==> src/hw/rtl/sbl_pkg.sv <==
// Shared types, constants and character-class functions for the source byte lexer.
package sbl_pkg;

    typedef enum logic [2:0] {
        MODE_IDLE    = 3'd0,
        MODE_NUM     = 3'd1,
        MODE_IDENT   = 3'd2,
        MODE_SLASH   = 3'd3,
        MODE_EQ      = 3'd4,
        MODE_COMMENT = 3'd5
    } mode_t;

    typedef logic [4:0] kind_t;

    localparam kind_t KIND_NUMBER = 5'd0;
    localparam kind_t KIND_IDENT  = 5'd1;
    localparam kind_t KIND_PRINT  = 5'd2;
    localparam kind_t KIND_PLUS   = 5'd9;
    localparam kind_t KIND_MINUS  = 5'd10;
    localparam kind_t KIND_STAR   = 5'd11;
    localparam kind_t KIND_SLASH  = 5'd12;
    localparam kind_t KIND_LPAREN = 5'd13;
    localparam kind_t KIND_RPAREN = 5'd14;
    localparam kind_t KIND_SEMI   = 5'd15;
    localparam kind_t KIND_LBRACE = 5'd16;
    localparam kind_t KIND_RBRACE = 5'd17;
    localparam kind_t KIND_ASSIGN = 5'd18;
    localparam kind_t KIND_EQEQ   = 5'd19;
    localparam kind_t KIND_LESS   = 5'd20;
    localparam kind_t KIND_GREATER = 5'd21;
    localparam kind_t KIND_END    = 5'd22;

    // ASCII codes the lexer keys on
    localparam logic [7:0] CH_TAB     = 8'h09;
    localparam logic [7:0] CH_NL      = 8'h0A;
    localparam logic [7:0] CH_CR      = 8'h0D;
    localparam logic [7:0] CH_SPACE   = 8'h20;
    localparam logic [7:0] CH_LPAREN  = 8'h28;
    localparam logic [7:0] CH_RPAREN  = 8'h29;
    localparam logic [7:0] CH_STAR    = 8'h2A;
    localparam logic [7:0] CH_PLUS    = 8'h2B;
    localparam logic [7:0] CH_MINUS   = 8'h2D;
    localparam logic [7:0] CH_SLASH   = 8'h2F;
    localparam logic [7:0] CH_0       = 8'h30;
    localparam logic [7:0] CH_9       = 8'h39;
    localparam logic [7:0] CH_SEMI    = 8'h3B;
    localparam logic [7:0] CH_LESS    = 8'h3C;
    localparam logic [7:0] CH_EQ      = 8'h3D;
    localparam logic [7:0] CH_GREATER = 8'h3E;
    localparam logic [7:0] CH_UPPER_A = 8'h41;
    localparam logic [7:0] CH_UPPER_Z = 8'h5A;
    localparam logic [7:0] CH_UNDER   = 8'h5F;
    localparam logic [7:0] CH_LOWER_A = 8'h61;
    localparam logic [7:0] CH_LOWER_Z = 8'h7A;
    localparam logic [7:0] CH_LBRACE  = 8'h7B;
    localparam logic [7:0] CH_RBRACE  = 8'h7D;

    localparam int NUM_KW = 7;

    // keyword text, first character in the low byte, zero padded
    localparam logic [39:0] KW_TEXT [NUM_KW] = '{
        40'h74_6E_69_72_70,   // print
        40'h00_00_74_65_6C,   // let
        40'h00_00_00_66_69,   // if
        40'h00_65_73_6C_65,   // else
        40'h65_6C_69_68_77,   // while
        40'h00_65_75_72_74,   // true
        40'h65_73_6C_61_66    // false
    };

    localparam logic [2:0] KW_LEN [NUM_KW] = '{
        3'd5, 3'd3, 3'd2, 3'd4, 3'd5, 3'd4, 3'd5
    };

    function automatic logic is_digit(input logic [7:0] c);
        return (c >= CH_0) && (c <= CH_9);
    endfunction

    function automatic logic is_alpha(input logic [7:0] c);
        return ((c >= CH_LOWER_A) && (c <= CH_LOWER_Z)) ||
               ((c >= CH_UPPER_A) && (c <= CH_UPPER_Z));
    endfunction

    function automatic logic is_word(input logic [7:0] c);
        return is_alpha(c) || is_digit(c) || (c == CH_UNDER);
    endfunction

    function automatic logic is_blank(input logic [7:0] c);
        return (c == CH_SPACE) || ((c >= CH_TAB) && (c <= CH_CR));
    endfunction

    // single-character operator kind, KIND_NUMBER when not an operator
    function automatic kind_t op_kind(input logic [7:0] c);
        kind_t k;
        k = KIND_NUMBER;
        unique case (c)
            CH_PLUS:    k = KIND_PLUS;
            CH_MINUS:   k = KIND_MINUS;
            CH_STAR:    k = KIND_STAR;
            CH_LPAREN:  k = KIND_LPAREN;
            CH_RPAREN:  k = KIND_RPAREN;
            CH_SEMI:    k = KIND_SEMI;
            CH_LBRACE:  k = KIND_LBRACE;
            CH_RBRACE:  k = KIND_RBRACE;
            CH_LESS:    k = KIND_LESS;
            CH_GREATER: k = KIND_GREATER;
            default:    k = KIND_NUMBER;
        endcase
        return k;
    endfunction

    // len3: identifier length, 7 when longer than five
    function automatic kind_t ident_kind(input logic [39:0] prefix, input logic [2:0] len3);
        kind_t k;
        k = KIND_IDENT;
        for (int i = NUM_KW - 1; i >= 0; i--)
        begin
            if ((len3 == KW_LEN[i]) && (prefix == KW_TEXT[i]))
            begin
                k = KIND_PRINT + kind_t'(i);
            end
        end
        return k;
    endfunction

endpackage

==> src/hw/rtl/sbl_byte_if.sv <==
// Byte input channel: valid/ready handshake with source byte and final flag.
interface sbl_byte_if;
    logic       valid;
    logic       ready;
    logic [7:0] source_byte;
    logic       final_byte;

    modport source (output valid, output source_byte, output final_byte, input ready);
    modport sink   (input valid, input source_byte, input final_byte, output ready);
endinterface

==> src/hw/rtl/sbl_token_if.sv <==
// Token output channel: valid/ready handshake with token fields.
interface sbl_token_if #(
    parameter int LINE_BITS   = 16,
    parameter int OFFSET_BITS = 24,
    parameter int LENGTH_BITS = 16
);
    logic                   valid;
    logic                   ready;
    logic [4:0]             token_kind;
    logic [LINE_BITS-1:0]   token_line;
    logic [OFFSET_BITS-1:0] token_start;
    logic [LENGTH_BITS-1:0] token_length;
    logic                   run_last;

    modport source (output valid, output token_kind, output token_line, output token_start,
                    output token_length, output run_last, input ready);
    modport sink   (input valid, input token_kind, input token_line, input token_start,
                    input token_length, input run_last, output ready);
endinterface

==> src/hw/rtl/source_byte_lexer_core.sv <==
// Streaming source lexer: one byte per beat in, tokens out through a small result queue.
//
//   channel  dir  beat payload
//   -------  ---  ------------------------------------------------------------
//   src      in   source_byte[7:0], final_byte
//   tok      out  token_kind[4:0], token_line, token_start, token_length, run_last
//
// One byte is accepted per cycle while src.ready is high. The scan state updates in the
// accepting cycle and the 0..3 tokens it causes are written at once into a 4-entry result
// queue; tok drains one token per cycle while tok.ready is high. src.ready is high while
// the queue holds at most one token, which keeps room for the worst-case three pushes
// and lets a token-per-byte stream run at full rate. A stall on tok backs up into
// src.ready only.
// Reset (rst_n low, async) clears the scan state and empties the queue; a final
// byte returns the scan state to its reset values for the next source.
module source_byte_lexer_core #(
    parameter int LINE_BITS   = 16,
    parameter int OFFSET_BITS = 24,
    parameter int LENGTH_BITS = 16
) (
    input  logic         clk,
    input  logic         rst_n,
    sbl_byte_if.sink     src,
    sbl_token_if.source  tok
);

    localparam int QDEPTH = 4;
    localparam int QPTR   = $clog2(QDEPTH);

    typedef struct packed {
        sbl_pkg::kind_t         kind;
        logic [LINE_BITS-1:0]   line;
        logic [OFFSET_BITS-1:0] start;
        logic [LENGTH_BITS-1:0] length;
        logic                   last;
    } tok_t;

    // scan state
    sbl_pkg::mode_t         mode_reg, mode_next;
    logic [LINE_BITS-1:0]   line_reg, line_next;
    logic [OFFSET_BITS-1:0] pos_reg, pos_next;
    logic [OFFSET_BITS-1:0] pstart_reg, pstart_next;
    logic [LENGTH_BITS-1:0] plen_reg, plen_next;
    logic [39:0]            prefix_reg, prefix_next;

    // result queue
    tok_t                   q_reg [QDEPTH];
    tok_t                   q_next [QDEPTH];
    logic [QPTR-1:0]        wr_ptr_reg, wr_ptr_next;
    logic [QPTR-1:0]        rd_ptr_reg, rd_ptr_next;
    logic [QPTR:0]          count_reg, count_next;

    logic                   accept;
    logic                   pop;
    logic [7:0]             c;
    logic                   fin;
    logic                   used;
    logic                   t0_v, t1_v, tf_v;
    tok_t                   t0, t1, tf, te;
    tok_t                   slot [QDEPTH];
    logic [QPTR:0]          n_push;

    assign c      = src.source_byte;
    assign fin    = src.final_byte;
    assign accept = src.valid && src.ready;
    assign pop    = tok.valid && tok.ready;

    // room for a worst-case burst of three tokens
    assign src.ready = (count_reg <= (QPTR+1)'(1));

    // identifier length folded to 3 bits for keyword matching
    function automatic logic [2:0] short_len(input logic [LENGTH_BITS-1:0] len);
        return (len < LENGTH_BITS'(6)) ? len[2:0] : 3'd7;
    endfunction

    // ---------------------------------------------------------------------
    // scan step for the byte at the input
    // ---------------------------------------------------------------------
    always_comb
    begin
        used        = 1'b0;
        t0_v        = 1'b0;
        t1_v        = 1'b0;
        mode_next   = mode_reg;
        pstart_next = pstart_reg;
        plen_next   = plen_reg;
        prefix_next = prefix_reg;

        t0.kind   = sbl_pkg::KIND_NUMBER;
        t0.line   = line_reg;
        t0.start  = pstart_reg;
        t0.length = plen_reg;
        t0.last   = !t1_v && !fin;

        // pending token either continues or is flushed
        unique case (mode_reg)
            sbl_pkg::MODE_NUM:
            begin
                if (sbl_pkg::is_digit(c))
                begin
                    plen_next = (plen_reg == '1) ? plen_reg : plen_reg + 1'b1;
                    used      = 1'b1;
                end
                else
                begin
                    t0_v      = 1'b1;
                    mode_next = sbl_pkg::MODE_IDLE;
                end
            end
            sbl_pkg::MODE_IDENT:
            begin
                if (sbl_pkg::is_word(c))
                begin
                    for (int j = 0; j < 5; j++)
                    begin
                        if (plen_reg == LENGTH_BITS'(j))
                        begin
                            prefix_next[8*j +: 8] = c;
                        end
                    end
                    plen_next = (plen_reg == '1) ? plen_reg : plen_reg + 1'b1;
                    used      = 1'b1;
                end
                else
                begin
                    t0_v      = 1'b1;
                    t0.kind   = sbl_pkg::ident_kind(prefix_reg, short_len(plen_reg));
                    mode_next = sbl_pkg::MODE_IDLE;
                end
            end
            sbl_pkg::MODE_SLASH:
            begin
                if (c == sbl_pkg::CH_SLASH)
                begin
                    mode_next = sbl_pkg::MODE_COMMENT;
                    used      = 1'b1;
                end
                else
                begin
                    t0_v      = 1'b1;
                    t0.kind   = sbl_pkg::KIND_SLASH;
                    t0.length = LENGTH_BITS'(1);
                    mode_next = sbl_pkg::MODE_IDLE;
                end
            end
            sbl_pkg::MODE_EQ:
            begin
                t0_v      = 1'b1;
                mode_next = sbl_pkg::MODE_IDLE;
                if (c == sbl_pkg::CH_EQ)
                begin
                    t0.kind   = sbl_pkg::KIND_EQEQ;
                    t0.length = LENGTH_BITS'(2);
                    used      = 1'b1;
                end
                else
                begin
                    t0.kind   = sbl_pkg::KIND_ASSIGN;
                    t0.length = LENGTH_BITS'(1);
                end
            end
            sbl_pkg::MODE_COMMENT:
            begin
                used = 1'b1;
                if (c == sbl_pkg::CH_NL)
                begin
                    mode_next = sbl_pkg::MODE_IDLE;
                end
            end
            default:
            begin
                mode_next = sbl_pkg::MODE_IDLE;
            end
        endcase

        // byte not taken by the pending token starts something new
        t1.kind   = sbl_pkg::op_kind(c);
        t1.line   = line_reg;
        t1.start  = pos_reg;
        t1.length = LENGTH_BITS'(1);
        t1.last   = !fin;

        if (!used)
        begin
            priority if (sbl_pkg::is_blank(c))
            begin
                mode_next = sbl_pkg::MODE_IDLE;
            end
            else if (sbl_pkg::is_digit(c))
            begin
                mode_next   = sbl_pkg::MODE_NUM;
                pstart_next = pos_reg;
                plen_next   = LENGTH_BITS'(1);
            end
            else if (sbl_pkg::is_alpha(c) || (c == sbl_pkg::CH_UNDER))
            begin
                mode_next   = sbl_pkg::MODE_IDENT;
                pstart_next = pos_reg;
                plen_next   = LENGTH_BITS'(1);
                prefix_next = {32'b0, c};
            end
            else if (c == sbl_pkg::CH_SLASH)
            begin
                mode_next   = sbl_pkg::MODE_SLASH;
                pstart_next = pos_reg;
                plen_next   = LENGTH_BITS'(1);
            end
            else if (c == sbl_pkg::CH_EQ)
            begin
                mode_next   = sbl_pkg::MODE_EQ;
                pstart_next = pos_reg;
                plen_next   = LENGTH_BITS'(1);
            end
            else
            begin
                t1_v = (t1.kind != sbl_pkg::KIND_NUMBER);
            end
        end

        // t0 is last only if nothing follows it
        t0.last = !t1_v && !fin;

        // every newline counts, inside a comment or not
        line_next = ((c == sbl_pkg::CH_NL) && (line_reg != '1)) ? line_reg + 1'b1 : line_reg;
        pos_next  = (pos_reg == '1) ? pos_reg : pos_reg + 1'b1;

        // end of source: flush what is pending after this byte, then the end token
        tf.line   = line_next;
        tf.start  = pstart_next;
        tf.length = plen_next;
        tf.last   = 1'b0;
        tf.kind   = sbl_pkg::KIND_NUMBER;
        tf_v      = 1'b0;
        unique case (mode_next)
            sbl_pkg::MODE_NUM:
            begin
                tf_v = fin;
            end
            sbl_pkg::MODE_IDENT:
            begin
                tf_v    = fin;
                tf.kind = sbl_pkg::ident_kind(prefix_next, short_len(plen_next));
            end
            sbl_pkg::MODE_SLASH:
            begin
                tf_v      = fin;
                tf.kind   = sbl_pkg::KIND_SLASH;
                tf.length = LENGTH_BITS'(1);
            end
            sbl_pkg::MODE_EQ:
            begin
                tf_v      = fin;
                tf.kind   = sbl_pkg::KIND_ASSIGN;
                tf.length = LENGTH_BITS'(1);
            end
            default:
            begin
                tf_v = 1'b0;
            end
        endcase

        te.kind   = sbl_pkg::KIND_END;
        te.line   = line_next;
        te.start  = pos_next;
        te.length = '0;
        te.last   = 1'b1;
    end

    // pack the valid tokens of this byte into consecutive slots
    always_comb
    begin
        logic [QPTR-1:0] n;
        n = '0;
        for (int i = 0; i < QDEPTH; i++)
        begin
            slot[i] = te;
        end
        if (t0_v)
        begin
            slot[n] = t0;
            n       = n + 1'b1;
        end
        if (t1_v)
        begin
            slot[n] = t1;
            n       = n + 1'b1;
        end
        if (tf_v)
        begin
            slot[n] = tf;
            n       = n + 1'b1;
        end
        slot[n] = te;
        n_push = (QPTR+1)'(t0_v) + (QPTR+1)'(t1_v) + (QPTR+1)'(tf_v) + (QPTR+1)'(fin);
    end

    // queue write and pointer bookkeeping
    always_comb
    begin
        logic [QPTR-1:0] off;
        for (int i = 0; i < QDEPTH; i++)
        begin
            off       = QPTR'(i) - wr_ptr_reg;
            q_next[i] = q_reg[i];
            if (accept && ({1'b0, off} < n_push))
            begin
                q_next[i] = slot[off];
            end
        end
        wr_ptr_next = accept ? wr_ptr_reg + n_push[QPTR-1:0] : wr_ptr_reg;
        rd_ptr_next = pop ? rd_ptr_reg + 1'b1 : rd_ptr_reg;
        count_next  = count_reg + (accept ? n_push : '0) - (QPTR+1)'(pop);
    end

    always_ff @(posedge clk)
    begin
        for (int i = 0; i < QDEPTH; i++)
        begin
            q_reg[i] <= q_next[i];
        end
    end

    always_ff @(posedge clk or negedge rst_n)
    begin
        if (!rst_n)
        begin
            wr_ptr_reg <= '0;
            rd_ptr_reg <= '0;
            count_reg  <= '0;
            mode_reg   <= sbl_pkg::MODE_IDLE;
            line_reg   <= LINE_BITS'(1);
            pos_reg    <= '0;
            pstart_reg <= '0;
            plen_reg   <= '0;
            prefix_reg <= '0;
        end
        else
        begin
            wr_ptr_reg <= wr_ptr_next;
            rd_ptr_reg <= rd_ptr_next;
            count_reg  <= count_next;
            if (accept)
            begin
                if (fin)
                begin
                    mode_reg   <= sbl_pkg::MODE_IDLE;
                    line_reg   <= LINE_BITS'(1);
                    pos_reg    <= '0;
                    pstart_reg <= '0;
                    plen_reg   <= '0;
                    prefix_reg <= '0;
                end
                else
                begin
                    mode_reg   <= mode_next;
                    line_reg   <= line_next;
                    pos_reg    <= pos_next;
                    pstart_reg <= pstart_next;
                    plen_reg   <= plen_next;
                    prefix_reg <= prefix_next;
                end
            end
        end
    end

    assign tok.valid        = (count_reg != '0);
    assign tok.token_kind   = q_reg[rd_ptr_reg].kind;
    assign tok.token_line   = q_reg[rd_ptr_reg].line;
    assign tok.token_start  = q_reg[rd_ptr_reg].start;
    assign tok.token_length = q_reg[rd_ptr_reg].length;
    assign tok.run_last     = q_reg[rd_ptr_reg].last;

endmodule
==> src/flat_wrapper.sv <==
// flat-port wrapper written by rule: the top's interface ports become plain ports
module source_byte_lexer_core_flat 
#(
    parameter int LINE_BITS   = 16,
    parameter int OFFSET_BITS = 24,
    parameter int LENGTH_BITS = 16
)
  (clk, rst_n, src_valid, src_source_byte, src_final_byte, src_ready, tok_valid, tok_token_kind, tok_token_line, tok_token_start, tok_token_length, tok_run_last, tok_ready);
  sbl_byte_if src_i ();
  sbl_token_if #(.LINE_BITS(LINE_BITS), .OFFSET_BITS(OFFSET_BITS), .LENGTH_BITS(LENGTH_BITS)) tok_i ();
  input  logic clk;
  input  logic rst_n;
  input wire logic [$bits(src_i.valid)-1:0] src_valid;
  input wire logic [$bits(src_i.source_byte)-1:0] src_source_byte;
  input wire logic [$bits(src_i.final_byte)-1:0] src_final_byte;
  output wire logic [$bits(src_i.ready)-1:0] src_ready;
  output wire logic [$bits(tok_i.valid)-1:0] tok_valid;
  output wire logic [$bits(tok_i.token_kind)-1:0] tok_token_kind;
  output wire logic [$bits(tok_i.token_line)-1:0] tok_token_line;
  output wire logic [$bits(tok_i.token_start)-1:0] tok_token_start;
  output wire logic [$bits(tok_i.token_length)-1:0] tok_token_length;
  output wire logic [$bits(tok_i.run_last)-1:0] tok_run_last;
  input wire logic [$bits(tok_i.ready)-1:0] tok_ready;
  assign src_i.valid = src_valid;
  assign src_i.source_byte = src_source_byte;
  assign src_i.final_byte = src_final_byte;
  assign src_ready = src_i.ready;
  assign tok_valid = tok_i.valid;
  assign tok_token_kind = tok_i.token_kind;
  assign tok_token_line = tok_i.token_line;
  assign tok_token_start = tok_i.token_start;
  assign tok_token_length = tok_i.token_length;
  assign tok_run_last = tok_i.run_last;
  assign tok_i.ready = tok_ready;
  source_byte_lexer_core #(.LINE_BITS(LINE_BITS), .OFFSET_BITS(OFFSET_BITS), .LENGTH_BITS(LENGTH_BITS)) u_core (.clk(clk), .rst_n(rst_n), .src(src_i), .tok(tok_i));
endmodule
==> config.mk <==
export PLATFORM = sky130hd
export DESIGN_NAME = source_byte_lexer_core_flat
export DESIGN_NICKNAME = d
export VERILOG_FILES = /design/src/hw/rtl/sbl_pkg.sv /design/src/hw/rtl/sbl_byte_if.sv /design/src/hw/rtl/sbl_token_if.sv /design/src/hw/rtl/source_byte_lexer_core.sv /design/src/flat_wrapper.sv
export SDC_FILE = /design/constraint.sdc
export NUM_CORES = 1
export LEC_CHECK = 0
export ABC_AREA = 1
export BUFFER_PORTS_ARGS = -buffer_cell sky130_fd_sc_hd__buf_4
export CAP_MARGIN = 40
export CORE_AREA = 10 10 292 294
export CTS_CLUSTER_DIAMETER = 40
export DETAILED_ROUTE_END_ITERATION = 8
export DIE_AREA = 0 0 302 304
export GPL_TIMING_DRIVEN = 0
export HOLD_SLACK_MARGIN = 0.02
export PLACE_DENSITY = 0.63
export SYNTH_ARGS = -nofsm -noshare
export SYNTH_HDL_FRONTEND = slang
export SYNTH_SLANG_ARGS = --single-unit
==> constraint.sdc <==
create_clock -name clk -period 6.1 [get_ports clk]
set_input_delay 0.61 -clock clk [delete_from_list [all_inputs] [get_ports clk]]
set_output_delay 0.61 -clock clk [all_outputs]
set_load 0.005 [all_outputs]
==> run metrics <==
clock sinks 378; Period minus WS final about 5.9 ns; Slew @ Worst Pin 1.08 ns; CTS hold repair buffers 1; GRT overflow 0; CP bufs+invs 13; Crit path top cell by count inv_1; Final Setup Violations 0; synth top area cells edfxtp_1 26%, nand2_1 14%, dfrtp_1 11%; die width 302 um; Filler Cell Count between 8000 and 9000; Worst Path Arrival between 6 and 7 ns; pwr dens ~600 nW/um^2; Worst slew margin 0.275; # rows 104; area grow syn2layout 17.2%; iteration-0 DRC count of the detailed router approximately 3800; max-slew violations 0; synthesized area between 20000 and 30000 um^2; worst slack at placement -0.283 ns; antenna violation net count after detailed routing 0; Worst Setup End Kind flip-flop; CTS buffer count 72; CP cell instances inv_1, nand3_1, inv_1, nand3_1, nand2_1, inv_1, nand3_4, inv_2, buf_1, buf_6, ha_1, inv_1, fa_1, inv_1, ha_1, inv_1, ha_1, inv_1, o21bai_1, a21oi_4, buf_16, buf_12, buf_16; Initial DRT Pass Iterations 7; Max Cap Viol 0; Syn Nets 4097; Core Region 79600 um^2; final hold slack 0.506 ns; leading area contributor after synthesis edfxtp_1; vias in the first global route 29495; synthesis warning total 0; status finished clean; Crit Path Class reg2reg; clock skew 0.0349 ns; max reg flops about 250; dpl hpwl 96.6 mm; die extent in y slightly above 300 um; post-synthesis sequential area ratio 0.379; Startpoint Class flip-flop; Final Hold Fails 0; postcts setup bufs 0; RSZ-0062 raised after global routing no; #FFs+latches synth 378; Worst path max stage delay 0.54 ns; detailed-route wire length 126 mm; Hold Path Class in2async; Residual DRC 0; Clock transition at path regs 0.05 ns; first-pass GRT wire length approximately 190 mm; Die Area between 90000 and 100000 um^2; CTS tree yes; delay-heaviest family, CP buffers and inverters; slowest CP cell a21oi_4; GRT Total Usage 0.263; IO buf count about 70; Avg WL per Cell 23.5 um; CTS root buf clkbuf_16; Tcrit/Tclk final 0.968; Boundary Pins 77; worst-path maximum fanout 20; final worst-path setup slack 0.195 ns; Syn Area/Cell 6.95 um^2; Clock Latency Late Sink 0.65 ns; share of the synthesized area in the top cell type 0.264; clock buffer depth 3; Top FF cell, synth edfxtp_1; fin nets 4269; Starting Density 0.355; pin count of the biggest net entering global routing 80; share of cells above drive strength 1 0.0867; cell count after synthesis 4062; Post-synth EDFFs 248; Final Wtd Congestion between 1 and 1.5; P_leak about 13 nW; Distinct cells, synth 56; CTS resizes 0; worst path required time 6.42 ns; via count between 30000 and 40000; initial antenna violation count 0; FMAX 169 MHz; Peak VDD IR around 270 uV; detail-routed via count per cell 5.83; post-synthesis async set-or-reset flop share 0.344; CTS H-tree lvls 3
[kinds of logic (layout without fill, tap and decap cells)]
logic type | after synthesis | in the layout | share of synthesized area
AOI/OAI and AO/OA | 1014 | 1014 | 0.204
xor gates and xnor gates | 37 | 37 | 0.0115
adders and majority gates | 22 | 22 | 0.0105
buffers and inverters | 597 | 827 | 0.0863
DFF | 378 | 378 | 0.379
muxes | 19 | 19 | 0.00673
other | 0 | 1 | 0
and+or+nand+nor | 1995 | 1995 | 0.302
[through the flow]
step / util / total power (W) / instance area (um^2) / TNS (ns) / instances
floorplan: - / 0.0109 / 28200 / -165.71 / 4062
global placement: 0.378 / 0.0153 / 30100 / -1137.20 / 5194
detailed placement: 0.384 / 0.0155 / 30600 / -6.97 / 5216
CTS: 0.415 / 0.0195 / 33100 / 0 / 5349
global route: 0.415 / 0.0210 / 33100 / 0 / 5352
finish: 0.416 / 0.0199 / 33100 / 0 / 5353
[power by group]
| group | total [W] | switching [W] | internal (W) |
|---|---|---|---|
| Sequential | 0.00415 | 0.000408 | 0.00374 |
| Combinational | 0.0117 | 0.00844 | 0.00330 |
| Clock | 0.00404 | 0.00147 | 0.00258 |
[layout by cell type (no fill, tap or decap), drive strengths merged, types with 2 or more instances in the layout]
cell,instances
edfxtp,248
nand3b,4
o2111ai,4
nor2,361
o21ai,660
o22ai,158
buf,199
clkinvlp,5
mux2i,19
fa,3
bufinv,6
nor3,39
o211ai,126
a21boi,3
nand4,58
o221ai,7
dfrtp,129
clkinv,26
xor2,35
inv,322
ha,19
o41ai,2
nand2,1085
nor4,17
clkbuf,268
o31ai,4
nand3,427
o21bai,5
xnor2,2
a21oi,40
[final cells by class]
type / instances / area, um^2 / area share
multi-input cells: 3087 / 15100 / 0.458
flip-flops and latches: 378 / 10700 / 0.323
clock buffers: 95 / 1990 / 0.0601
well taps: 1060 / 1330 / 0.0401
plain buffers: 275 / 1230 / 0.0371
inverters: 322 / 1210 / 0.0366
repair buffers: 98 / 1020 / 0.0307
clock inverters: 37 / 469 / 0.0142
diodes: 1 / 2.50 / 0.0000756
[routing by layer]
| layer | part of all wire | global-route usage | wire, um | vias up |
|---|---|---|---|---|
| li1 | - | - | - | 14375 |
| met1 | 0.40 | 0.333 | 50300 | 14647 |
| met2 | 0.46 | 0.430 | 58100 | 1806 |
| met3 | 0.089 | 0.0450 | 11200 | 367 |
| met4 | 0.050 | 0.128 | 6290 | 0 |
| met5 | 0 | 0 | 0 | - |
[Yosys cell counts, drive strengths merged, types with 35 or more instances]
library cell and n:
nand3 427, nor3 39, nand2 1085, nand4 58, o211ai 126, buf 102
clkbuf 173, dfrtp 129, a21oi 40, o22ai 158, xor2 35, edfxtp 248
o21ai 660, inv 316, nor2 361
[worst paths after layout]
| path | depth (start not counted) | startpoint | end | slack, ns |
|---|---|---|---|---|
| worst max-delay path | 23 | u_core.mode_reg[2]$_DFFE_PN0P_ | u_core.q_reg[3][35]$_DFFE_PP_ | 0.19 |
| worst min-delay path | 2 | rst_n | u_core.pos_reg[9]$_DFFE_PN0P_ | 0.51 |
| worst max register to register | 23 | u_core.mode_reg[2]$_DFFE_PN0P_ | u_core.q_reg[3][35]$_DFFE_PP_ | 0.19 |
| worst min register to register | 2 | u_core.pstart_reg[2]$_DFFE_PN0P_ | u_core.pstart_reg[2]$_DFFE_PN0P_ | 0.52 |
| max in group asynchronous | 3 | rst_n | u_core.line_reg[0]$_DFFE_PN1P_ | 4.69 |
| min in group clk | 5 | src_source_byte[6] | u_core.prefix_reg[6]$_DFFE_PN0P_ | 0.51 |
(Power assumes the default switching activity.)
